**config.mk**
```make
export PLATFORM = sky130hd
export DESIGN_NAME = pid_controller_clamped_integral
export DESIGN_NICKNAME = d
export VERILOG_FILES = /design/src/sv/pcci_pkg.sv /design/src/sv/pcci_sequencer.sv /design/src/sv/pcci_datapath.sv /design/src/sv/pid_controller_clamped_integral.sv
export SDC_FILE = /design/constraint.sdc
export NUM_CORES = 2
export LEC_CHECK = 0
export ABC_AREA = 1
export BUFFER_PORTS_ARGS = -buffer_cell sky130_fd_sc_hd__buf_4
export CAP_MARGIN = 20
export CORE_UTILIZATION = 50
export DETAILED_ROUTE_END_ITERATION = 12
export GPL_TIMING_DRIVEN = 0
export PLACE_DENSITY = 0.73
export SLEW_MARGIN = 10
export SYNTH_ARGS = -nofsm -noshare
export SYNTH_HDL_FRONTEND = slang
export SYNTH_HIERARCHICAL = 1
export SYNTH_SLANG_ARGS = --single-unit
```
**constraint.sdc**
```tcl
create_clock -name clk -period 10.5 [get_ports clk]
set_clock_uncertainty 0.2 [all_clocks]
set_input_delay 1.575 -clock clk [delete_from_list [all_inputs] [get_ports clk]]
set_output_delay 1.575 -clock clk [all_outputs]
set_load 0.03 [all_outputs]
```
**src/sv/pcci_pkg.sv**
```systemverilog
`timescale 1ns / 1ps
// Shared types, constants and control store for the clamped-integral PID controller.
package pcci_pkg;

    localparam int DATA_WIDTH_DEF = 16;
    localparam int SUM_WIDTH_DEF  = 24;

    localparam int GAIN_W   = 16;
    localparam int MAG_W    = 15;
    localparam int CFG_W    = 16;
    localparam int CFG_IDX_W = 3;

    localparam logic [CFG_IDX_W-1:0] REG_GAIN_P     = 3'd0;
    localparam logic [CFG_IDX_W-1:0] REG_GAIN_I     = 3'd1;
    localparam logic [CFG_IDX_W-1:0] REG_GAIN_D     = 3'd2;
    localparam logic [CFG_IDX_W-1:0] REG_TOLERANCE  = 3'd3;
    localparam logic [CFG_IDX_W-1:0] REG_MAX_OUTPUT = 3'd4;
    localparam logic [CFG_IDX_W-1:0] REG_STEP_LIMIT = 3'd5;
    localparam logic [CFG_IDX_W-1:0] REG_SETPOINT   = 3'd6;
    localparam logic [CFG_IDX_W-1:0] REG_RELATION   = 3'd7;

    localparam logic [MAG_W-1:0]  MAX_OUTPUT_RST = 15'd4096;
    localparam logic [MAG_W-1:0]  STEP_LIMIT_RST = 15'd41;  // 0.01 in Q4.12
    localparam logic [GAIN_W-1:0] RELATION_RST   = 16'd4096;

    typedef enum logic [1:0] {
        OP_COMPUTE    = 2'd0,
        OP_RESET      = 2'd1,
        OP_DONE_CHECK = 2'd2
    } op_t;

    typedef struct packed {
        logic [GAIN_W-1:0] gain_p;
        logic [GAIN_W-1:0] gain_i;
        logic [GAIN_W-1:0] gain_d;
        logic [MAG_W-1:0]  tolerance;
        logic [MAG_W-1:0]  max_output;
        logic [MAG_W-1:0]  step_limit;
        logic [GAIN_W-1:0] setpoint;
        logic [GAIN_W-1:0] relation;
    } cfg_t;

    localparam int UC_ADDR_W = 4;

    typedef enum logic [2:0] {
        MUL_NONE,
        MUL_REL,
        MUL_P,
        MUL_I,
        MUL_D
    } mul_sel_t;

    typedef enum logic [1:0] {
        ACC_HOLD,
        ACC_LOAD,
        ACC_ADD,
        ACC_SUB
    } acc_op_t;

    typedef enum logic [1:0] {
        OUT_NONE,
        OUT_DRIVE,
        OUT_ZERO,
        OUT_DONE
    } out_sel_t;

    typedef enum logic {
        JMP_NONE,
        JMP_OUT_BAND
    } jmp_t;

    typedef enum logic {
        SEQ_IDLE,
        SEQ_RUN
    } seq_state_t;

    typedef struct packed {
        mul_sel_t             mul_sel;
        acc_op_t              acc_op;
        logic                 err_load;
        logic                 sum_upd;
        logic                 commit;
        logic                 clear;
        out_sel_t             out_sel;
        jmp_t                 jmp;
        logic [UC_ADDR_W-1:0] jmp_addr;
    } ctrl_t;

    localparam logic [UC_ADDR_W-1:0] UC_COMPUTE = 4'd0;
    localparam logic [UC_ADDR_W-1:0] UC_RESET   = 4'd7;
    localparam logic [UC_ADDR_W-1:0] UC_CHECK   = 4'd8;
    localparam logic [UC_ADDR_W-1:0] UC_EMPTY   = 4'd10;

    function automatic ctrl_t ucode(input logic [UC_ADDR_W-1:0] addr);
        ctrl_t c;
        begin
            c = '0;
            case (addr)
                4'd0:
                begin
                    c.mul_sel = MUL_REL;
                end
                4'd1:
                begin
                    c.err_load = 1'b1;
                end
                4'd2:
                begin
                    c.mul_sel = MUL_P;
                    c.sum_upd = 1'b1;
                end
                4'd3:
                begin
                    c.mul_sel = MUL_I;
                    c.acc_op  = ACC_LOAD;
                end
                4'd4:
                begin
                    c.mul_sel = MUL_D;
                    c.acc_op  = ACC_ADD;
                end
                4'd5:
                begin
                    c.acc_op = ACC_SUB;
                    c.commit = 1'b1;
                end
                4'd6:
                begin
                    c.out_sel = OUT_DRIVE;
                end
                4'd7:
                begin
                    c.clear   = 1'b1;
                    c.out_sel = OUT_ZERO;
                end
                4'd8:
                begin
                    c.jmp      = JMP_OUT_BAND;
                    c.jmp_addr = UC_EMPTY;
                end
                4'd9:
                begin
                    c.clear   = 1'b1;
                    c.out_sel = OUT_DONE;
                end
                default:
                begin
                    c.out_sel = OUT_ZERO;
                end
            endcase
            return c;
        end
    endfunction

endpackage

```
**src/sv/pcci_sequencer.sv**
```systemverilog
`timescale 1ns / 1ps
// Microcode sequencer: step counter, dispatch by operation, conditional jump.
module pcci_sequencer (
    input  logic             clk,
    input  logic             rst_n,
    input  logic             accept,
    input  logic [1:0]       operation,
    input  logic             out_band,
    input  logic             out_ready,
    output logic             busy,
    output pcci_pkg::ctrl_t  ctrl
);

    pcci_pkg::seq_state_t                 state_reg, state_next;
    logic [pcci_pkg::UC_ADDR_W-1:0]       pc_reg, pc_next;
    pcci_pkg::ctrl_t                      rom_word;
    logic                                 emit_blocked;

    assign rom_word     = pcci_pkg::ucode(pc_reg);
    assign emit_blocked = (rom_word.out_sel != pcci_pkg::OUT_NONE) && !out_ready;
    assign busy         = (state_reg == pcci_pkg::SEQ_RUN);

    always_ff @(posedge clk or negedge rst_n)
    begin
        if (!rst_n)
        begin
            state_reg <= pcci_pkg::SEQ_IDLE;
            pc_reg    <= '0;
        end
        else
        begin
            state_reg <= state_next;
            pc_reg    <= pc_next;
        end
    end

    always_comb
    begin
        state_next = state_reg;
        pc_next    = pc_reg;
        ctrl       = '0;
        case (state_reg)
            pcci_pkg::SEQ_IDLE:
            begin
                if (accept)
                begin
                    state_next = pcci_pkg::SEQ_RUN;
                    case (operation)
                        pcci_pkg::OP_COMPUTE:    pc_next = pcci_pkg::UC_COMPUTE;
                        pcci_pkg::OP_RESET:      pc_next = pcci_pkg::UC_RESET;
                        pcci_pkg::OP_DONE_CHECK: pc_next = pcci_pkg::UC_CHECK;
                        default:                 pc_next = pcci_pkg::UC_EMPTY;
                    endcase
                end
            end
            pcci_pkg::SEQ_RUN:
            begin
                if (!emit_blocked)
                begin
                    ctrl = rom_word;
                    if (rom_word.out_sel != pcci_pkg::OUT_NONE)
                        state_next = pcci_pkg::SEQ_IDLE;
                    else if (rom_word.jmp == pcci_pkg::JMP_OUT_BAND && out_band)
                        pc_next = rom_word.jmp_addr;
                    else
                        pc_next = pc_reg + 1'b1;
                end
            end
            default:
            begin
                state_next = pcci_pkg::SEQ_IDLE;
            end
        endcase
    end

endmodule

```
**src/sv/pcci_datapath.sv**
```systemverilog
`timescale 1ns / 1ps
// Datapath: shared multiplier, error, integral sum, accumulator and loop state.
module pcci_datapath #(
    parameter int DATA_WIDTH = pcci_pkg::DATA_WIDTH_DEF,
    parameter int SUM_WIDTH  = pcci_pkg::SUM_WIDTH_DEF
) (
    input  logic                         clk,
    input  logic                         rst_n,
    input  logic                         accept,
    input  logic signed [DATA_WIDTH-1:0] measurement,
    input  pcci_pkg::cfg_t               cfg,
    input  pcci_pkg::ctrl_t              ctrl,
    output logic                         out_band,
    output logic        [DATA_WIDTH-1:0] drive_val
);

    localparam int DW     = DATA_WIDTH;
    localparam int SW     = SUM_WIDTH;
    localparam int DIFF_W = ((DW > 16) ? DW : 16) + 1;
    localparam int OPW    = (SW > DIFF_W) ? SW : DIFF_W;
    localparam int PW     = pcci_pkg::GAIN_W + OPW;
    localparam int ACC_W  = PW - 8 + 2;
    localparam int NSW    = ((SW > DIFF_W) ? SW : DIFF_W) + 1;
    localparam int MW     = ((DW + 1 > 17) ? DW + 1 : 17) + 1;

    localparam logic signed [PW-1:0]  ERR_MAX = {{(PW-DW+1){1'b0}}, {(DW-1){1'b1}}};
    localparam logic signed [PW-1:0]  ERR_MIN = ~ERR_MAX;
    localparam logic signed [NSW-1:0] SUM_MAX = {{(NSW-SW+1){1'b0}}, {(SW-1){1'b1}}};
    localparam logic signed [NSW-1:0] SUM_MIN = ~SUM_MAX;

    logic signed [DW-1:0]    meas_reg;
    logic signed [DW-1:0]    last_reg;
    logic                    first_reg;
    logic signed [SW-1:0]    sum_reg, sum_next;
    logic signed [DW-1:0]    err_reg, err_next;
    logic signed [PW-1:0]    prod_reg;
    logic signed [ACC_W-1:0] acc_reg, acc_next;

    logic signed [DIFF_W-1:0] diff;
    logic signed [DW:0]       dmeas;
    logic signed [15:0]       mul_a;
    logic signed [OPW-1:0]    mul_b;
    logic signed [PW-1:0]     prod;
    logic signed [PW-1:0]     err_sh;
    logic signed [PW-1:0]     term_sh;
    logic signed [ACC_W-1:0]  term;

    logic signed [DIFF_W-1:0] err_c, tol_c, step_c, inc;
    logic signed [NSW-1:0]    sum_c, base, ns;

    logic signed [ACC_W-1:0]  mo, total;
    logic signed [MW-1:0]     mag, bound;

    // multiplier operand select
    assign diff  = DIFF_W'(signed'(cfg.setpoint)) - DIFF_W'(meas_reg);
    assign dmeas = first_reg ? '0 : ((DW+1)'(meas_reg) - (DW+1)'(last_reg));

    always_comb
    begin
        case (ctrl.mul_sel)
            pcci_pkg::MUL_REL:
            begin
                mul_a = signed'(cfg.relation);
                mul_b = OPW'(diff);
            end
            pcci_pkg::MUL_P:
            begin
                mul_a = signed'(cfg.gain_p);
                mul_b = OPW'(err_reg);
            end
            pcci_pkg::MUL_I:
            begin
                mul_a = signed'(cfg.gain_i);
                mul_b = OPW'(sum_reg);
            end
            pcci_pkg::MUL_D:
            begin
                mul_a = signed'(cfg.gain_d);
                mul_b = OPW'(dmeas);
            end
            default:
            begin
                mul_a = '0;
                mul_b = '0;
            end
        endcase
    end

    assign prod = mul_a * mul_b;

    // error: floor(diff * relation / 2^12), saturated
    always_comb
    begin
        err_sh = prod_reg >>> 12;
        if (err_sh > ERR_MAX)
            err_next = ERR_MAX[DW-1:0];
        else if (err_sh < ERR_MIN)
            err_next = ERR_MIN[DW-1:0];
        else
            err_next = err_sh[DW-1:0];
    end

    // integral update
    always_comb
    begin
        err_c  = DIFF_W'(err_reg);
        tol_c  = DIFF_W'(signed'({1'b0, cfg.tolerance}));
        step_c = DIFF_W'(signed'({1'b0, cfg.step_limit}));
        sum_c  = NSW'(sum_reg);
        if (err_c >= tol_c)
        begin
            base = (sum_c < 0) ? '0 : sum_c;
            inc  = (err_c < step_c) ? err_c : step_c;
        end
        else if (err_c <= -tol_c)
        begin
            base = (sum_c > 0) ? '0 : sum_c;
            inc  = (err_c > -step_c) ? err_c : -step_c;
        end
        else
        begin
            base = '0;
            inc  = '0;
        end
        ns = base + NSW'(inc);
        if (ns > SUM_MAX)
            sum_next = SUM_MAX[SW-1:0];
        else if (ns < SUM_MIN)
            sum_next = SUM_MIN[SW-1:0];
        else
            sum_next = ns[SW-1:0];
    end

    // term accumulation
    always_comb
    begin
        term_sh = prod_reg >>> 8;
        term    = ACC_W'(signed'(term_sh[PW-9:0]));
        case (ctrl.acc_op)
            pcci_pkg::ACC_LOAD: acc_next = term;
            pcci_pkg::ACC_ADD:  acc_next = acc_reg + term;
            pcci_pkg::ACC_SUB:  acc_next = acc_reg - term;
            default:            acc_next = acc_reg;
        endcase
    end

    // output clamp
    always_comb
    begin
        mo = ACC_W'(signed'({1'b0, cfg.max_output}));
        if (acc_reg > mo)
            total = mo;
        else if (acc_reg < -mo)
            total = -mo;
        else
            total = acc_reg;
    end

    assign drive_val = total[DW-1:0];

    // done-check band
    assign mag      = (meas_reg < 0) ? -MW'(meas_reg) : MW'(meas_reg);
    assign bound    = MW'(signed'(cfg.setpoint)) + MW'(signed'({1'b0, cfg.tolerance}));
    assign out_band = (mag > bound);

    always_ff @(posedge clk or negedge rst_n)
    begin
        if (!rst_n)
        begin
            last_reg  <= '0;
            sum_reg   <= '0;
            first_reg <= 1'b1;
        end
        else
        begin
            if (ctrl.clear)
            begin
                last_reg  <= '0;
                sum_reg   <= '0;
                first_reg <= 1'b1;
            end
            else
            begin
                if (ctrl.sum_upd)
                    sum_reg <= sum_next;
                if (ctrl.commit)
                begin
                    last_reg  <= meas_reg;
                    first_reg <= 1'b0;
                end
            end
        end
    end

    always_ff @(posedge clk)
    begin
        if (accept)
            meas_reg <= measurement;
        if (ctrl.err_load)
            err_reg <= err_next;
        if (ctrl.mul_sel != pcci_pkg::MUL_NONE)
            prod_reg <= prod;
        acc_reg <= acc_next;
    end

endmodule

```
**src/sv/pid_controller_clamped_integral.sv**
```systemverilog
`timescale 1ns / 1ps
// Top level of the clamped-integral PID controller: registers, output stage, assertions.
//
//  channel  signals                          direction
//  in       in_valid/in_stall, operation,    request into block
//           measurement
//  out      out_valid/out_stall, drive,      request out of block
//           done_res
//  cfg      cfg_we, cfg_index, cfg_data      register write, no stall
//
// One request at a time. A compute request runs the longest microcode program
// through the single shared multiplier; a reset request, a done check and an unused
// code run shorter ones. Input stalls while the
// program runs. A finished result waits in the output register; the last step
// holds while that register is full and out_stall is high. Reset is asynchronous, active low.
module pid_controller_clamped_integral #(
    parameter int DATA_WIDTH = pcci_pkg::DATA_WIDTH_DEF,
    parameter int SUM_WIDTH  = pcci_pkg::SUM_WIDTH_DEF
) (
    input  logic                                clk,
    input  logic                                rst_n,
    input  logic                                in_valid,
    output logic                                in_stall,
    input  logic [1:0]                          operation,
    input  logic signed [DATA_WIDTH-1:0]        measurement,
    output logic                                out_valid,
    input  logic                                out_stall,
    output logic signed [DATA_WIDTH-1:0]        drive,
    output logic                                done_res,
    input  logic                                cfg_we,
    input  logic [pcci_pkg::CFG_IDX_W-1:0]      cfg_index,
    input  logic [pcci_pkg::CFG_W-1:0]          cfg_data
);

    pcci_pkg::cfg_t         cfg_reg;
    pcci_pkg::ctrl_t        ctrl;
    logic                   accept;
    logic                   busy;
    logic                   out_band;
    logic                   out_ready;
    logic [DATA_WIDTH-1:0]  drive_val;
    logic                   out_valid_reg;
    logic [DATA_WIDTH-1:0]  drive_reg;
    logic                   done_reg;

    assign accept    = in_valid && !in_stall;
    assign in_stall  = busy;
    assign out_ready = !out_valid_reg || !out_stall;

    always_ff @(posedge clk or negedge rst_n)
    begin
        if (!rst_n)
        begin
            cfg_reg.gain_p     <= '0;
            cfg_reg.gain_i     <= '0;
            cfg_reg.gain_d     <= '0;
            cfg_reg.tolerance  <= '0;
            cfg_reg.max_output <= pcci_pkg::MAX_OUTPUT_RST;
            cfg_reg.step_limit <= pcci_pkg::STEP_LIMIT_RST;
            cfg_reg.setpoint   <= '0;
            cfg_reg.relation   <= pcci_pkg::RELATION_RST;
        end
        else if (cfg_we)
        begin
            case (cfg_index)
                pcci_pkg::REG_GAIN_P:     cfg_reg.gain_p     <= cfg_data;
                pcci_pkg::REG_GAIN_I:     cfg_reg.gain_i     <= cfg_data;
                pcci_pkg::REG_GAIN_D:     cfg_reg.gain_d     <= cfg_data;
                pcci_pkg::REG_TOLERANCE:  cfg_reg.tolerance  <= cfg_data[pcci_pkg::MAG_W-1:0];
                pcci_pkg::REG_MAX_OUTPUT: cfg_reg.max_output <= cfg_data[pcci_pkg::MAG_W-1:0];
                pcci_pkg::REG_STEP_LIMIT: cfg_reg.step_limit <= cfg_data[pcci_pkg::MAG_W-1:0];
                pcci_pkg::REG_SETPOINT:   cfg_reg.setpoint   <= cfg_data;
                pcci_pkg::REG_RELATION:   cfg_reg.relation   <= cfg_data;
                default:                  cfg_reg            <= cfg_reg;
            endcase
        end
    end

    pcci_sequencer u_seq (
        .clk       (clk),
        .rst_n     (rst_n),
        .accept    (accept),
        .operation (operation),
        .out_band  (out_band),
        .out_ready (out_ready),
        .busy      (busy),
        .ctrl      (ctrl)
    );

    pcci_datapath #(
        .DATA_WIDTH (DATA_WIDTH),
        .SUM_WIDTH  (SUM_WIDTH)
    ) u_dp (
        .clk         (clk),
        .rst_n       (rst_n),
        .accept      (accept),
        .measurement (measurement),
        .cfg         (cfg_reg),
        .ctrl        (ctrl),
        .out_band    (out_band),
        .drive_val   (drive_val)
    );

    always_ff @(posedge clk or negedge rst_n)
    begin
        if (!rst_n)
            out_valid_reg <= 1'b0;
        else if (ctrl.out_sel != pcci_pkg::OUT_NONE)
            out_valid_reg <= 1'b1;
        else if (!out_stall)
            out_valid_reg <= 1'b0;
    end

    always_ff @(posedge clk)
    begin
        case (ctrl.out_sel)
            pcci_pkg::OUT_DRIVE:
            begin
                drive_reg <= drive_val;
                done_reg  <= 1'b0;
            end
            pcci_pkg::OUT_ZERO:
            begin
                drive_reg <= '0;
                done_reg  <= 1'b0;
            end
            pcci_pkg::OUT_DONE:
            begin
                drive_reg <= '0;
                done_reg  <= 1'b1;
            end
            default:
            begin
                drive_reg <= drive_reg;
                done_reg  <= done_reg;
            end
        endcase
    end

    assign out_valid = out_valid_reg;
    assign drive     = signed'(drive_reg);
    assign done_res  = done_reg;

    a_busy_after_accept: assert property (@(posedge clk) disable iff (!rst_n)
        accept |=> in_stall)
        else $error("block not busy after accepting a request");

    a_no_overwrite: assert property (@(posedge clk) disable iff (!rst_n)
        (ctrl.out_sel != pcci_pkg::OUT_NONE) |-> (!out_valid_reg || !out_stall))
        else $error("pending result overwritten");

    a_done_zero_drive: assert property (@(posedge clk) disable iff (!rst_n)
        (out_valid && done_res) |-> (drive == '0))
        else $error("done result with nonzero drive");

    a_emit_only_busy: assert property (@(posedge clk) disable iff (!rst_n)
        (ctrl.out_sel != pcci_pkg::OUT_NONE) |-> busy)
        else $error("result emitted while idle");

endmodule

```
### Yosys cells after proc, flatten, opt, wreduce, memory -nomap -nowiden

Cells that the tools add are included.

| storage, ports and cells | value |
|---|---|
| register bits | 295 |
| input bits | 42 |
| output and inout port bits | 19 |
| logic and storage cells | 159 |

| cells by class | value |
|---|---|
| bitwise gates (word level) | 1 |
| equal/unequal tests | 32 |
| multiplexer cells | 48 |
| reductions and logical operators | 32 |
| add/sub/neg operators | 11 |
| order comparisons | 14 |
| $mul | 1 |

Operators with widths:

| kind | count |
|---|---|
| $mux W16 | 7 |
| $pmux W34 S3 | 1 |
| $mux W25 | 4 |
| $mux W24 | 4 |
| $pmux W24 S4 | 1 |
| $mux W17 | 5 |
| $pmux W16 S4 | 1 |
| $mul A16 B24 Y40 | 1 |
| $add A34 B32 Y34 | 1 |
| $gt A34 B16 Y1 | 1 |
| $lt A34 B34 Y1 | 1 |
| $neg A15 Y17 | 2 |
| $neg A15 Y34 | 1 |
| $sub A16 B16 Y17 | 2 |
| $sub A34 B32 Y34 | 1 |
| $pmux W16 S2 | 1 |
| $gt A28 B16 Y1 const B | 1 |
| $lt A28 B16 Y1 const B | 1 |
| $add A25 B17 Y25 | 1 |
| $gt A25 B24 Y1 const B | 1 |
| $lt A25 B24 Y1 const B | 1 |
| $gt A24 B1 Y1 const B | 1 |
| $lt A24 B1 Y1 const B | 1 |
| $gt A18 B18 Y1 | 1 |
| 41 further kinds | 97 |

### Logic depth before layout (Yosys ltp)

| depth | value |
|---|---|
| depth in word-level cells | 11 |
| depth in mapped cells | 47 |
| gate-level depth less buffers | 44 |

### Hierarchy

Netlist, hierarchy kept.

Modules (own cells, without submodules):

| module | cells an instance | instances | seq. area each (um^2) | area an instance (um^2) |
|---|---|---|---|---|
| pcci_datapath | 4301 | 1 | 3970.1 | 32044.5 |
| pid_controller_clamped_integral | 625 | 1 | 3669.8 | 5600.4 |
| pcci_sequencer | 98 | 1 | 125.1 | 686.9 |

### Least setup slack after synthesis

OpenSTA, ideal clock, no wires.

| path | value |
|---|---|
| path type | input -> register |
| start point | input port out_stall |
| end point | register u_dp.prod_reg[34], data pin |
| setup time | 0.256 ns |
| cell stages on the path | 35 |
| path buffers | 2 |
| slack | 1.735 ns |
| required time | 10.044 ns |
| data arrival time | 8.308 ns |
| cells stage by stage | nand2_1 nand2_1 nand2_4 inv_6 nor2_2 buf_6 nand2_1 nor2_4 o21ai_0 a21o_1 nand2_1 nor2_2 buf_2 nor2_2 inv_1 fa_1 inv_1 fa_1 inv_1 fa_1 fa_1 fa_1 fa_1 inv_1 ha_1 nand2_1 nor2_1 inv_1 nor2_1 inv_1 nor3_1 a21boi_1 nor2_1 nand2_1 nand2_1 |

RTL lines:

| what | line | text |
|---|---|---|
| start: declaration | pid_controller_clamped_integral.sv:27 | `input logic out_stall,` |
| end signal: assignment | pcci_datapath.sv:202 | `prod_reg <= prod;` |
| end: declaration | pcci_datapath.sv:36 | `logic signed [PW-1:0] prod_reg;` |

==> results.md <==
STA:
- The total count of hold-check failures in the final report is 0.
- The count of final max-slew check failures is 0.
- The final clock period utilization by the worst path is 96.1%.
- Setup repair after global routing left no endpoint under its margin.
- The worst path needs 10090 ps of the cycle, external delays included.
- The headroom to the max-slew limit is 21.7%.
- The setup-violating endpoint count in the final report is 0.
- The achievable clock frequency is 0.0991 GHz.
- At the pin with the least slew margin, the transition time is 1170 ps.
- The total negative setup slack is 0 ps.

Layout:
- The total number of nets in the final design is 5868.
- The count of cells in the finished layout, fillers not included, comes to 6119.
- In the final layout, the multi-input gates occupy 0.0262 mm².
- The area added between synthesis and finish is 7.68%.
- The filler cells instantiated in the layout total 7181.
- The flip-flop count of the largest register, all copies and words added is 125.
- The sequential cell area is 0.00776 mm².
- The share of post-route cells with drive strength above 1 is 6.99%.

Setup path:
- The length in cells of the worst reg-to-reg path is 41.
- For flop-to-flop paths, the worst setup slack is 460 ps.
- The largest single stage delay on the critical path is 760 ps.
- The required time at the endpoint of the critical path is 10700 ps.
- The maximum fanout count along the critical path is 10.
- The setup path with the least slack is of type in2reg.
- The slowest stage cell on the critical path is nor2_2.
- In this run the critical register-to-register path is launched from u_seq/pc_reg[0]$_DFFE_PN0P_.
- The endpoint kind of the worst setup timing path is a flop.
- The critical register-to-register path endpoint is u_dp/prod_reg[36]$_DFFE_PP_.
- The nature of the critical path startpoint is an input port.
- The critical path data arrival time is 10290 ps.

Route:
- The routed wire length per instance is 19.8 µm.
- The sum of met2 wire segment lengths after detailed routing is 53300 µm.
- The routed layout has 34500 vias.
- The met3 layer wire length in the routed design is 12800 µm.
- For this block, the routed nets add up to 121000 µm of wire.
- In the final routing, the length of wire on met1 measures 49400 µm.
- The remaining design rule violation count is 0.
- The count of nets left with antenna violations after detail routing is 0.
- The topmost layer with routed signal wires is met4.
- The number of vias per cell is 5.65.
- The starting DRC count in detailed routing is 3255.
- The count of TritonRoute iterations in the first routing pass is 8.

Logic synthesis:
- Dividing the synthesized area by the synthesized cell count gives 7.63 µm².
- Synthesis produced a netlist whose cell count is 5018.
- In this run the cell area of the synthesized design comes to 0.0383 mm².
- During synthesis, Yosys emitted a total of 6 warnings.

CTS:
- TritonCTS built the clock tree.
- The tree is rooted in a clkbuf_16.
- The clock passes through at most 3 buffers.
- In this run the number of H-tree levels came out at 2.
- Clock-pin slew was measured on the worst setup and hold paths at 80 ps.
- For the worst-skew pair, the clock arrives at the later sink with an insertion delay of 590 ps.
- The number of buffers created by CTS is 37.
- The number of sinks handled by clock tree synthesis is 287.

Power and ir drop:
- The net switching share of the total power is 53.9%.
- The largest vdd supply drop is 0.123 mV.
- Sequential cells account for 21.3% of the total power.
- Summed over all nets, the switching power comes to 5100 µW.
- The clock network power share is 13.9%.
- Internal power comes to 4360 µW.
- In this run the power density over the cells is 230 mW/mm².
- Of the total power, combinational logic draws 64.8%.
- The leakage power is 0.0215 µW.

Floorplanning:
- The die outline height is 279 µm.
- The number of top-level pins is 61.
- The full die area is 0.0777 mm².
- The core region is 0.0758 mm².
- The chip width is 279 µm.
- The initial core utilization is 50.5%.
- In this run the core area contains 101 standard-cell rows.

Job:
- The count of max-cap constraint violations is 0.

Global route:
- The largest net degree at the start of global routing is 88.
- The first-pass GRT wire length is 189000 µm.
- The total overflow left after global routing is 0.
- The number of antenna violations at the first check in global routing was 0.
- The number of global-route vias before repair is 34200.
- Global routing used 31.5% of the available tracks across all layers.

Place:
- The count of input and output buffers is 45.
- In this run, placement finished with an instance count of 6046.
- Routability-driven placement finished with a final weighted congestion of 0.994.
- The HPWL after detailed placement is 99000 µm.

Hold path:
- In this run the most critical hold path is launched from cfg_reg[12]$_DFFE_PN1P_.
- The worst hold path depth is 2.
- The class of the most critical hold timing path is reg2reg.
- The end point of the worst hold path is cfg_reg[12]$_DFFE_PN1P_.

Run status:
- The run finished with clean final reports.
-- what timing repair did --
action / CTS / global route
buffers inserted: 0 / 2
gates resized for setup: 0 / 3
hold buffers: 0 / 0
setup endpoints to repair: 0 / 6
-- routing by layer --
metal | vias up | GRT usage [%]
met2 | 1619 | 49.4
met5 | - | 0
met3 | 319 | 7.56
met4 | 0 | 13.9
li1 | 16100 | -
met1 | 16500 | 41.2
-- worst max-delay path, delay by kind of cell --
| kind | cells | cell delay [ps] |
|---|---|---|
| XOR/XNOR | 1 | 250 |
| AO/OA/AOI/OAI | 3 | 850 |
| AND/OR/NAND/NOR | 12 | 2450 |
| adder cells (fa/ha/maj) | 7 | 3520 |
| buffers and inverters | 12 | 1620 |
-- how the worst max path moves through the flow --
stage | startpoint | endpoint | slack (ps)
6_report | out_stall | u_dp/prod_reg[36]$_DFFE_PP_ | 410
5_1_grt | u_seq/pc_reg[0]$_DFFE_PN0P_ | u_dp/prod_reg[36]$_DFFE_PP_ | 50
4_1_cts | u_seq/pc_reg[0]$_DFFE_PN0P_ | u_dp/prod_reg[34]$_DFFE_PP_ | 340
3_5_place_dp | out_stall | u_dp/prod_reg[36]$_DFFE_PP_ | -220
3_3_place_gp | out_stall | u_dp/prod_reg[36]$_DFFE_PP_ | -290
2_1_floorplan | out_stall | u_dp/prod_reg[34]$_DFFE_PP_ | 1740
-- per-stage QoR --
stage          power (µW)  utilization (%)  hold slack, ps  setup slack, ps  cell area [µm²]
3_5_place_dp         8000             52.7             259             -219            40000
4_1_cts              9350             54.3             268              341            41200
6_report             9460             54.4             265              409            41200
3_3_place_gp         7880             52.6             253             -291            39900
2_1_floorplan        6130                -             242             1740            38300
5_1_grt             10200             54.4             288             51.4            41200
-- placed cells by master (no fill, tap or decap), types with 11 or more instances in the layout --
cell type / count
clkbuf_2: 15
nor2_1: 377
fa_1: 377
o211ai_1: 18
or2_2: 27
clkbuf_1: 64
inv_2: 25
o21ai_0: 232
dfrtp_1: 166
nor3_1: 54
ha_1: 338
xnor2_1: 24
inv_1: 940
a31oi_1: 23
nor2_2: 28
a32o_1: 14
xor2_1: 138
a21o_1: 19
buf_4: 55
clkbuf_16: 37
nand2_2: 11
o31ai_1: 31
a21oi_1: 249
a22o_1: 14
nand3_1: 254
o21bai_1: 15
o21ai_1: 36
nor2_4: 11
nand2_1: 1124
edfxtp_1: 115
nand4_1: 45
buf_2: 59
o21a_1: 12
nor4_1: 20
o22ai_1: 31
-- final cells by class --
type | count | share of cell area (%)
buffer | 145 | 1.68
sequential | 287 | 18.8
antenna | 2 | 0.0121
multi-input combinational | 3618 | 63.6
clock inverter | 19 | 0.507
clock buffer | 49 | 2.50
timing repair buffer | 52 | 1.07
tap | 978 | 2.97
inverter | 969 | 8.83
-- power by group through the flow --
stage	sequential, µW	combinational (µW)	clock, µW
finish	2020	6130	1310
global route	2040	6810	1360
CTS	2000	6020	1330
detailed placement	2020	5990	0
global placement	2010	5870	0
floorplan	1940	4190	0
Power figures use the tool's default switching activity.
